### src/rtl/cfss_pkg.sv
// Shared types and constants for the camera focus and shutter sequencer.
package cfss_pkg;

  localparam int unsigned TicksW  = 27;
  localparam int unsigned HoldW   = 16;
  localparam int unsigned CfgIdxW = 3;
  localparam int unsigned CfgW    = TicksW;

  // Timer ticks per second and the reset values derived from it.
  localparam logic [TicksW-1:0] OneSecondTicks = TicksW'(32'h00F4_2400);
  localparam logic [TicksW-1:0] LongDelayRst   = TicksW'(8 * 32'h00F4_2400);
  localparam logic [TicksW-1:0] ShortDelayRst  = TicksW'(2 * 32'h00F4_2400);
  localparam logic [HoldW-1:0]  HoldStepsRst   = HoldW'(32000);

  typedef enum logic [1:0] {
    MODE_SENSOR = 2'd0,
    MODE_MANUAL = 2'd1,
    MODE_DEACT  = 2'd2
  } camera_mode_t;

  typedef enum logic [1:0] {
    TCMD_NONE  = 2'd0,
    TCMD_START = 2'd1,
    TCMD_STOP  = 2'd2
  } timer_cmd_t;

  typedef enum logic [CfgIdxW-1:0] {
    REG_CAMERA_MODE = 3'd0,
    REG_LONG_DELAY  = 3'd1,
    REG_SHORT_DELAY = 3'd2,
    REG_IDLE_DELAY  = 3'd3,
    REG_HOLD_STEPS  = 3'd4
  } cfg_reg_t;

  typedef struct packed {
    camera_mode_t      camera_mode;
    logic [TicksW-1:0] long_delay_ticks;
    logic [TicksW-1:0] short_delay_ticks;
    logic [TicksW-1:0] idle_delay_ticks;
    logic [HoldW-1:0]  shutter_hold_steps;
  } cfg_t;

  typedef struct packed {
    logic manual_request;
    logic sensor_trigger;
    logic first_picture;
    logic shoot_submode;
    logic timer_fired;
  } step_word_t;

  typedef struct packed {
    logic             shoot_running;
    logic             fired_latch;
    logic             manual_pending;
    logic [HoldW-1:0] hold_count;
    logic             focus_pin;
    logic             shutter_pin;
  } seq_state_t;

  typedef struct packed {
    logic              focus_level;
    logic              shutter_level;
    timer_cmd_t        timer_command;
    logic              reload_valid;
    logic [TicksW-1:0] reload_ticks;
    logic              picture_taken;
  } result_word_t;

endpackage

### src/rtl/cfss_step.sv
// Combinational step logic: next sequencer state and result word for one input word.
module cfss_step (
  input  cfss_pkg::cfg_t         cfg,
  input  cfss_pkg::seq_state_t   st,
  input  cfss_pkg::step_word_t   word,
  output cfss_pkg::seq_state_t   st_next,
  output cfss_pkg::result_word_t res
);
  import cfss_pkg::*;

  logic             shoot;
  logic             go;
  logic [HoldW-1:0] hold_inc;

  always_comb begin
    st_next                = st;
    st_next.manual_pending = st.manual_pending | word.manual_request;
    st_next.fired_latch    = st.fired_latch | word.timer_fired;
    res                    = '0;
    res.timer_command      = TCMD_NONE;
    shoot                  = 1'b0;
    go                     = 1'b0;
    hold_inc               = st.hold_count + HoldW'(1);

    case (cfg.camera_mode)
      MODE_SENSOR: begin
        go = word.sensor_trigger | st.shoot_running;
        if (word.shoot_submode) begin
          // continuous focus: focus pin stays up in every step
          st_next.focus_pin = 1'b1;
          if (go) begin
            st_next.shoot_running = 1'b1;
            if (word.first_picture) begin
              shoot = 1'b1;
            end else begin
              res.timer_command = TCMD_START;
              shoot             = st_next.fired_latch;
            end
          end else begin
            res.timer_command   = TCMD_STOP;
            res.reload_valid    = 1'b1;
            res.reload_ticks    = cfg.idle_delay_ticks;
            st_next.shutter_pin = 1'b0;
          end
        end else begin
          if (go) begin
            st_next.shoot_running = 1'b1;
            if (word.sensor_trigger) begin
              res.reload_valid = 1'b1;
              res.reload_ticks = word.first_picture ? cfg.long_delay_ticks
                                                    : cfg.short_delay_ticks;
            end
            res.timer_command = TCMD_START;
            st_next.focus_pin = 1'b1;
            shoot             = st_next.fired_latch;
          end else begin
            res.timer_command   = TCMD_STOP;
            res.reload_valid    = 1'b1;
            res.reload_ticks    = cfg.idle_delay_ticks;
            st_next.focus_pin   = 1'b0;
            st_next.shutter_pin = 1'b0;
          end
        end
      end
      MODE_MANUAL: begin
        if (st_next.manual_pending | st.shoot_running) begin
          st_next.shoot_running = 1'b1;
          if (st_next.manual_pending) begin
            res.reload_valid       = 1'b1;
            res.reload_ticks       = cfg.long_delay_ticks;
            st_next.manual_pending = 1'b0;
          end
          res.timer_command = TCMD_START;
          st_next.focus_pin = 1'b1;
          shoot             = st_next.fired_latch;
        end else begin
          res.timer_command   = TCMD_STOP;
          res.reload_valid    = 1'b1;
          res.reload_ticks    = cfg.idle_delay_ticks;
          st_next.focus_pin   = 1'b0;
          st_next.shutter_pin = 1'b0;
        end
      end
      default: begin
        // deactivated or unused code: only the latches move
      end
    endcase

    // Shutter hold: count, and end the shoot once the hold is complete.
    if (shoot) begin
      if (hold_inc >= cfg.shutter_hold_steps) begin
        st_next.hold_count     = '0;
        st_next.fired_latch    = 1'b0;
        st_next.shoot_running  = 1'b0;
        st_next.manual_pending = 1'b0;
        res.picture_taken      = 1'b1;
      end else begin
        st_next.hold_count  = hold_inc;
        st_next.focus_pin   = 1'b1;
        st_next.shutter_pin = 1'b1;
      end
    end

    res.focus_level   = st_next.focus_pin;
    res.shutter_level = st_next.shutter_pin;
  end

endmodule

### src/rtl/camera_focus_shutter_sequencer_unit.sv
// Top level of the camera focus and shutter sequencer: config, state and result registers.
// The result word is registered: it is valid in the cycle after its input word is accepted.
// Throughput: one word per clock; the input is ready whenever the result register
//   is empty or is being drained in the same cycle, so a stalled output holds one word.
// Reset (synchronous, rst high): registers go to mode manual, delays 8 s / 2 s / 1 s,
//   hold of 32000 steps; all sequencer state and the result valid flag clear.
module camera_focus_shutter_sequencer_unit (
  input  logic                            clk,
  input  logic                            rst,
  // configuration write port
  input  logic                            cfg_write,
  input  logic [cfss_pkg::CfgIdxW-1:0]    cfg_index,
  input  logic [cfss_pkg::CfgW-1:0]       cfg_data,
  // input words
  input  logic                            in_valid,
  output logic                            in_ready,
  input  logic                            manual_request,
  input  logic                            sensor_trigger,
  input  logic                            first_picture,
  input  logic                            shoot_submode,
  input  logic                            timer_fired,
  // result words
  output logic                            out_valid,
  input  logic                            out_ready,
  output logic                            focus_level,
  output logic                            shutter_level,
  output logic [1:0]                      timer_command,
  output logic                            reload_valid,
  output logic [cfss_pkg::TicksW-1:0]     reload_ticks,
  output logic                            picture_taken
);
  import cfss_pkg::*;

  cfg_t         cfg;
  seq_state_t   st;
  seq_state_t   st_next;
  seq_state_t   st_reg_next;
  step_word_t   word;
  result_word_t res;
  result_word_t res_next;
  logic         in_accept;
  logic         mode_change;

  // Pack the input word for the step logic.
  assign word = '{
    manual_request: manual_request,
    sensor_trigger: sensor_trigger,
    first_picture:  first_picture,
    shoot_submode:  shoot_submode,
    timer_fired:    timer_fired
  };

  // Accept when the result register is free or empties this cycle.
  assign in_ready  = !out_valid || out_ready;
  assign in_accept = in_valid && in_ready;

  cfss_step u_step (
    .cfg     (cfg),
    .st      (st),
    .word    (word),
    .st_next (st_next),
    .res     (res_next)
  );

  // A mode write that changes the mode drops any pending manual trigger.
  assign mode_change = cfg_write && (cfg_index == REG_CAMERA_MODE) &&
                       (cfg_data[1:0] != cfg.camera_mode);

  // Configuration registers; writes to unknown indexes are dropped.
  always_ff @(posedge clk) begin
    if (rst) begin
      cfg.camera_mode        <= MODE_MANUAL;
      cfg.long_delay_ticks   <= LongDelayRst;
      cfg.short_delay_ticks  <= ShortDelayRst;
      cfg.idle_delay_ticks   <= OneSecondTicks;
      cfg.shutter_hold_steps <= HoldStepsRst;
    end else if (cfg_write) begin
      case (cfg_index)
        REG_CAMERA_MODE: cfg.camera_mode        <= camera_mode_t'(cfg_data[1:0]);
        REG_LONG_DELAY:  cfg.long_delay_ticks   <= cfg_data[TicksW-1:0];
        REG_SHORT_DELAY: cfg.short_delay_ticks  <= cfg_data[TicksW-1:0];
        REG_IDLE_DELAY:  cfg.idle_delay_ticks   <= cfg_data[TicksW-1:0];
        REG_HOLD_STEPS:  cfg.shutter_hold_steps <= cfg_data[HoldW-1:0];
        default: begin
        end
      endcase
    end
  end

  // Advance on an accepted word, then drop the pending trigger on a mode change.
  always_comb begin
    st_reg_next = in_accept ? st_next : st;
    if (mode_change) begin
      st_reg_next.manual_pending = 1'b0;
    end
  end

  // Sequencer state.
  always_ff @(posedge clk) begin
    if (rst) begin
      st <= '0;
    end else begin
      st <= st_reg_next;
    end
  end

  // Result register: load on accept, hold while stalled.
  always_ff @(posedge clk) begin
    if (rst) begin
      out_valid <= 1'b0;
    end else if (in_accept) begin
      out_valid <= 1'b1;
    end else if (out_ready) begin
      out_valid <= 1'b0;
    end
  end

  always_ff @(posedge clk) begin
    if (in_accept) begin
      res <= res_next;
    end
  end

  assign focus_level   = res.focus_level;
  assign shutter_level = res.shutter_level;
  assign timer_command = res.timer_command;
  assign reload_valid  = res.reload_valid;
  assign reload_ticks  = res.reload_ticks;
  assign picture_taken = res.picture_taken;

  // A completed hold ends the shoot and rewinds the hold counter.
  a_taken_ends_shoot: assert property (@(posedge clk) disable iff (rst)
    in_accept && res_next.picture_taken |=> !st.shoot_running && (st.hold_count == '0))
    else $error("picture taken but shoot state not cleared");

  // No reload word means a zero reload value.
  a_reload_zero: assert property (@(posedge clk) disable iff (rst)
    out_valid && !res.reload_valid |-> (res.reload_ticks == '0))
    else $error("reload ticks nonzero without reload_valid");

  // Stopping the timer always comes with the idle reload.
  a_stop_reloads: assert property (@(posedge clk) disable iff (rst)
    out_valid && (res.timer_command == TCMD_STOP) |-> res.reload_valid)
    else $error("timer stop without reload");

  // Deactivated mode leaves the hold counter and focus pin alone.
  a_deact_quiet: assert property (@(posedge clk) disable iff (rst)
    in_accept && (cfg.camera_mode == MODE_DEACT) |=>
      (st.hold_count == $past(st.hold_count)) && (st.focus_pin == $past(st.focus_pin)))
    else $error("state moved in deactivated mode");

endmodule
### config.mk
export PLATFORM = sky130hd
export DESIGN_NAME = camera_focus_shutter_sequencer_unit
export DESIGN_NICKNAME = d
export VERILOG_FILES = /design/src/rtl/cfss_pkg.sv /design/src/rtl/cfss_step.sv /design/src/rtl/camera_focus_shutter_sequencer_unit.sv
export SDC_FILE = /design/constraint.sdc
export NUM_CORES = 1
export LEC_CHECK = 0
export BUFFER_PORTS_ARGS = -buffer_cell sky130_fd_sc_hd__buf_2
export CAP_MARGIN = 15
export CORE_ASPECT_RATIO = 1.75
export CORE_MARGIN = 2
export CORE_UTILIZATION = 32
export CTS_CLUSTER_DIAMETER = 200
export CTS_CLUSTER_SIZE = 30
export DETAILED_ROUTE_END_ITERATION = 8
export GPL_TIMING_DRIVEN = 0
export HOLD_SLACK_MARGIN = 0.03
export SYNTH_ARGS = -nofsm -noshare
export SYNTH_HDL_FRONTEND = slang
export SYNTH_SLANG_ARGS = --single-unit
### constraint.sdc
create_clock -name clk -period 4.1 [get_ports clk]
set_input_delay 0 -clock clk [delete_from_list [all_inputs] [get_ports clk]]
set_output_delay 0 -clock clk [all_outputs]
set_load 0.05 [all_outputs]
==> results of run 1 <==
==> through the flow <==
| step | hold slack, ps | instances | total power, mW |
|---|---|---|---|
| finish | 32.78 | 1194 | 3.625 |
| global route | 75.49 | 1194 | 3.750 |
| CTS | 30.16 | 1194 | 3.654 |
| detailed placement | 246.6 | 1129 | 2.024 |
| global placement | 249.9 | 1128 | 2.019 |
| floorplan | 117.9 | 803 | 1.899 |
==> how the worst max path moves through the flow <==
stage / start / end / slack, ps / cells past startpoint
2_1_floorplan: st[2] / shutter_level / 930 / 13
3_3_place_gp: st[2] / shutter_level / 460 / 13
3_5_place_dp: st[2] / shutter_level / 490 / 13
4_1_cts: st[2] / shutter_level / 490 / 13
5_1_grt: st[2] / shutter_level / 350 / 13
6_report: st[2] / shutter_level / 500 / 13
==> metal layers <==
metal	vias up	track usage, %
met5	-	0
met4	0	7.543
met3	33	3.007
met2	114	33.05
met1	2720	17.98
li1	2969	-
==> worst max-delay path: cells and delay by family (launching register included) <==
family,cells,cell delay (ps)
compound gates,2,440
simple gates,6,1440
xor+xnor,1,180
flops,1,420
buf+inv,2,320
fa+ha+maj,2,550
==> cells in the mapped netlist (all sizes together) (7+ instances only) <==
cell	n	area share [%]
nor3	9	0.88
nor2	15	0.94
edfxtp	33	15
dfxtp	121	36
buf	19	1.7
clkbuf	29	1.6
nand3	17	1.2
nand2	273	15
nor2b	7	0.64
and3	8	0.73
nand3b	31	3.4
inv	24	1.3
a21oi	88	6.6
nand2b	7	0.64
a22oi	27	3.0
xnor2	10	1.3
ha	17	3.1
o21ai	17	1.2
==> kinds of logic after synthesis <==
kind of cell             count (synthesis)  synth area share, %
XOR/XNOR                                16                2.167
AND/OR/NAND/NOR                        392                26.52
buffers and inverters                   72                4.646
multiplexers                             1               0.1469
flip-flops                             154                50.10
adder cells (fa/ha/maj)                 17                3.122
AO/OA/AOI/OAI                          151                13.30
==> flip-flops by register name (all words and copies together) (netlist names) <==
| register | flops |
|---|---|
| cfg | 99 |
| reload_ticks | 27 |
| st | 21 |
| timer_command | 2 |
| focus_level | 1 |
| out_valid | 1 |
| picture_taken | 1 |
| reload_valid | 1 |
| shutter_level | 1 |
==> cells in the final DEF (no fill, tap or decap), drive strengths merged, types with 26 or more instances in the layout <==
master	netlist	routed
a22oi	27	27
inv	24	26
clkbuf	29	46
edfxtp	33	33
nand3b	31	31
dfxtp	121	121
a21oi	88	88
dlygate4sd3	0	33
nand2	273	273
buf	19	93
==> layout make-up <==
type | instances | area (sq um) | share of cell area [%]
well taps | 252 | 315.3 | 3.734
plain buffers | 48 | 226.5 | 2.682
clock inverters | 15 | 173.9 | 2.060
clock buffers | 17 | 425.4 | 5.039
inverters | 24 | 90.09 | 1.067
flip-flops and latches | 154 | 3413 | 40.43
repair buffers | 107 | 715.7 | 8.477
multi-input cells | 577 | 3083 | 36.51
==> power groups by stage <==
stage / logic [mW] / clock network, mW / registers (mW)
2_1_floorplan: 0.152 / 0 / 1.75
3_3_place_gp: 0.357 / 0 / 1.66
3_5_place_dp: 0.361 / 0 / 1.66
4_1_cts: 0.387 / 1.64 / 1.63
5_1_grt: 0.418 / 1.70 / 1.64
6_report: 0.384 / 1.61 / 1.63
==> run_results.csv, run 1 <==
group,metric,value,unit
finish,fill_cells,2093,
sta,finClkSkew,10.69,ps
finish,nets,986,
power_and_ir_drop,power.share.sequential,44.9,%
cts,numClockSinks,154,
critical_path,crit_type,"flop to flop",
cts,cts_buffers,17,
synthesis,yosys_most_used_dff,"dfxtp_1",
synthesis,syn_nets,860,
critical_path,slowest_stage,"or4b_1",
drt,drt_iter0_drc,321,
critical_path,critical_path_required,4280,ps
critical_path,cp-start-kind,"flop",
drt,wl_met2,10380,microns
floorplanning,start_util,32.55,%
drt,wirelength,18720,microns
status,status,"finished, final reports clean",
drt,num_vias,5836,
critical_path,max_stage_delay,570,ps
min_path,hold_class,"input port to flop",
sta,worstMarginPinSlew,1034,ps
floorplanning,dieArea,22520,sq um
cts,root_buffer,"clkbuf_16",
power_and_ir_drop,p_clk_share,44.5,%
cts,cts_tree,"done",
critical_path,rrSetupSlack,500,ps
power_and_ir_drop,internal-power,2.683,mW
grt,grt_pass1_wl,29800,microns
place,dp_slack,494.3,ps
cts,ctsHoldBuffers,33,
synthesis,ys_seq_area_share,50.10,%
power_and_ir_drop,leakage,3.389,nW
place,place_congestion,0.8444,
floorplanning,num_rows,70,
synthesis,yosysUniqueCellTypes,56,
sta,period_share,87.84,%
sta,finalSetupViolCount,0,
drt,wl_met3,496,microns
drt,drc_errors,0,
synthesis,synth-edff-count,33,
grt,grt_use_total,17.25,%
critical_path,crit_arrival,3780,ps
synthesis,synth-seq-cells,154,
cts,clock_path_buffers,2,
floorplanning,die_w,114.3,microns
drt,ant_nets,0,
synthesis,async_reset_ff_share,0,%
power_and_ir_drop,swShare,26.00,%
sta,max_slew_margin,30.47,%
sta,drv_slew,0,
finish,postLayoutCellArea,8443,sq um
sta,period_minus_slack,3601,ps
grt,grt_max_degree,26,
cts,clock_latency,430,ps
synthesis,yosysWarnings,0,
drt,firstDrtPassIters,5,
sta,hold_viol,0,
place,place_area,7513,sq um
critical_path,reg2reg_depth,13,
cts,htreeDepth,4,
cts,postCtsSetupBuffers,0,
floorplanning,io_pins,75,
grt,antenna_found_initial,0,
power_and_ir_drop,p_comb_share,10.6,%
power_and_ir_drop,pwr_density_cell,429.4,nW/um^2
drt,vias_per_cell,4.888,
sta,rsz0062_at_grt,"false",
critical_path,end_kind,"flop",
cts,clkTransAtPathRegs,60,ps
drt,top_layer_used,"met4",
drt,drt-wirelength-per-cell,15.68,microns
min_path,hold_depth,4,
synthesis,syn_area_per_cell,8.484,sq um
place,numPortBuffers,73,
critical_path,cp_cell_sequence,"ha_1 > and3_1 > and3_1 > buf_4 > nand3_1 > xnor2_1 > ha_1 > nand4_1 > or4b_1 > a221oi_2 > nor3b_2 > buf_6 > a22o_1",
finish,syn2layout_area_growth,23.93,%
place,place_hpwl,13540,microns
sta,setup-tns-final,0,ps
floorplanning,core,20930,sq um
finish,utilization,40.33,%
sta,fmax,0.2777,GHz
power_and_ir_drop,p_sw,942.5,uW
critical_path,cp_max_fo,10,
critical_path,timing.rr.end,"shutter_level",
min_path,worstHoldStart,"cfg_index[1]",
drt,met1Wirelength,7396,microns
synthesis,netlist_instances,803,
finish,drive_gt1_share,14.97,%
critical_path,r2r_start,"st[2]",
run,drv_cap,0,
sta,setup_ws,498.6,ps
grt,grt_pass1_vias,5748,
floorplanning,die_h,197.0,microns
grt,grt-ovfl-total,0,
min_path,whs_endpoint,"cfg[76]",
synthesis,netlist_area,6813,sq um
cts,post_cts_resized,0,
finish,antenna_cells,0,
power_and_ir_drop,ir_drop,0.0002752,V
(Power assumes the default switching activity.)
==> inputs of run 2 (changes only) <==
==> constraint.sdc (replaced) <==
create_clock -name clk -period 3.5 [get_ports clk]
set_input_delay 0 -clock clk [delete_from_list [all_inputs] [get_ports clk]]
set_output_delay 0 -clock clk [all_outputs]
set_load 0.05 [all_outputs]
==> run_results.csv, run 2 (same netlist as run 1, synthesis figures left out) <==
group,metric,value,unit
status,status,"finished, final reports clean",
sta,finClkSkew,7.702,ps
grt,antenna_found_initial,0,
sta,period_share,97.30,%
cts,cts_buffers,17,
cts,clkTransAtPathRegs,60,ps
drt,firstDrtPassIters,5,
drt,wirelength,18750,microns
critical_path,crit_arrival,3580,ps
cts,clock_path_buffers,2,
cts,root_buffer,"clkbuf_16",
finish,fill_cells,2083,
floorplanning,num_rows,70,
grt,grt_max_degree,26,
finish,multi_input_comb_area,3138,sq um
grt,grt_pass1_vias,5758,
drt,met1Wirelength,7398,microns
grt,grt_pass1_wl,29840,microns
power_and_ir_drop,internal-power,3.144,mW
critical_path,cp_max_fo,10,
sta,period_minus_slack,3405,ps
cts,clock_latency,430,ps
sta,finalSetupViolCount,0,
drt,num_vias,5855,
floorplanning,start_util,32.55,%
critical_path,critPathBufInv,2,
critical_path,critical_path_required,3680,ps
cts,postCtsSetupBuffers,0,
power_and_ir_drop,p_clk_share,44.3,%
critical_path,crit_type,"flop to flop",
critical_path,crit_top_cell,"nand4_1",
place,numPortBuffers,73,
drt,drt_iter0_drc,306,
floorplanning,die_h,197.0,microns
floorplanning,dieArea,22520,sq um
sta,rsz0062_at_grt,"false",
critical_path,max_stage_delay,590,ps
sta,hold_viol,0,
power_and_ir_drop,swShare,25.96,%
drt,ant_nets,0,
critical_path,cp-start-kind,"flop",
min_path,hold_class,"input port to flop",
floorplanning,die_w,114.3,microns
critical_path,end_kind,"flop",
floorplanning,core,20930,sq um
finish,syn2layout_area_growth,24.85,%
power_and_ir_drop,power.share.sequential,45.0,%
power_and_ir_drop,p_sw,1.103,mW
sta,whs,37.87,ps
sta,fmax,0.2937,GHz
power_and_ir_drop,p_total,4.247,mW
sta,max_slew_margin,28.75,%
place,place_congestion,0.8444,
grt,grt_use_total,17.30,%
cts,numClockSinks,154,
finish,antenna_cells,0,
finish,top_register,"cfg",
finish,seq_area,3422,sq um
power_and_ir_drop,pwr_density_cell,499.3,nW/um^2
grt,grt-ovfl-total,0,
critical_path,slowest_stage,"or4b_4",
sta,worstMarginPinSlew,1060,ps
sta,drv_slew,0,
finish,final_common_cell,"nand2_1",
finish,largest_reg_flops,99,
run,drv_cap,0,
cts,cts_tree,"done",
power_and_ir_drop,leakage,3.408,nW
floorplanning,io_pins,75,
finish,drive_gt1_share,16.05,%
drt,top_layer_used,"met4",
power_and_ir_drop,p_comb_share,10.7,%
drt,drt-wirelength-per-cell,15.72,microns
critical_path,cp_top_family,"simple AND/OR/NAND/NOR gates",
drt,wl_met3,467,microns
power_and_ir_drop,ir_drop,0.0003195,V
drt,wl_met2,10370,microns
drt,drc_errors,0,
critical_path,cp_cell_sequence,"ha_4 > and3_4 > and3_1 > buf_4 > nand4_1 > xnor2_1 > ha_1 > nand4_1 > or4b_4 > a221oi_4 > nor3b_4 > buf_6 > a22o_1",
drt,vias_per_cell,4.908,
place,place_hpwl,13540,microns
finish,layout_common_cells,"273 x nand2_1, 116 x dfxtp_1, 87 x a21oi_1",
finish,nets,985,
cts,htreeDepth,4,
-- run 2: timing repair --
action / in CTS / in global routing
endpoints found under the setup margin: 2 / 22
pin swaps: 0 / 4
hold buffers: 33 / 0
endpoints found under the hold margin: 106 / 0
resized for setup: 4 / 12
-- run 2: layout make-up --
class                      count  area share, %
sequential                   154          40.23
buffer                        47          2.648
clock inverter                15          2.045
multi-input combinational    577          36.89
tap                          252          3.707
timing repair buffer         107          8.414
clock buffer                  17          5.001
inverter                      24          1.059
-- run 2: metrics by stage --
step | cells | utilization (%) | setup TNS [ps] | area, sq um | setup WS [ps]
after floorplan | 803 | - | 0 | 6813 | 333.4
final | 1193 | 40.63 | 0 | 8506 | 94.61
after CTS | 1193 | 40.38 | 0 | 8453 | 2.381
after global placement | 1128 | 35.80 | -176.0 | 7493 | -144.7
after detailed placement | 1129 | 35.89 | -109.2 | 7513 | -105.7
after global routing | 1193 | 40.63 | 0 | 8506 | 0.4108
-- run 2: final timing paths --
kind                      from             to  slack, ps  cells after the start
setup reg to reg         st[2]  shutter_level         90                     13
setup / recovery         st[2]  shutter_level         90                     13
hold / removal    cfg_index[1]        cfg[74]         40                      4
hold reg to reg        cfg[46]        cfg[46]        450                      2
-- run 2: power by group through the flow --
stage	logic, mW	clock network, mW	registers [mW]
global route	0.492	1.99	1.92
detailed placement	0.423	0	1.95
global placement	0.418	0	1.95
CTS	0.453	1.92	1.91
finish	0.453	1.88	1.91
floorplan	0.178	0	2.05
-- run 2: layer usage --
layer,global-route usage [%],vias to the layer above
met1,17.92,2741
met2,32.98,112
met3,3.099,34
met5,0,-
met4,7.995,0
li1,-,2968
-- run 2: worst reg2reg max path: cells and delay by family (launching register included) --
kind | cells | cell delay, ps
simple gates | 6 | 1380
fa+ha+maj | 2 | 460
compound gates | 2 | 440
flops | 1 | 390
buf+inv | 2 | 320
xor+xnor | 1 | 170
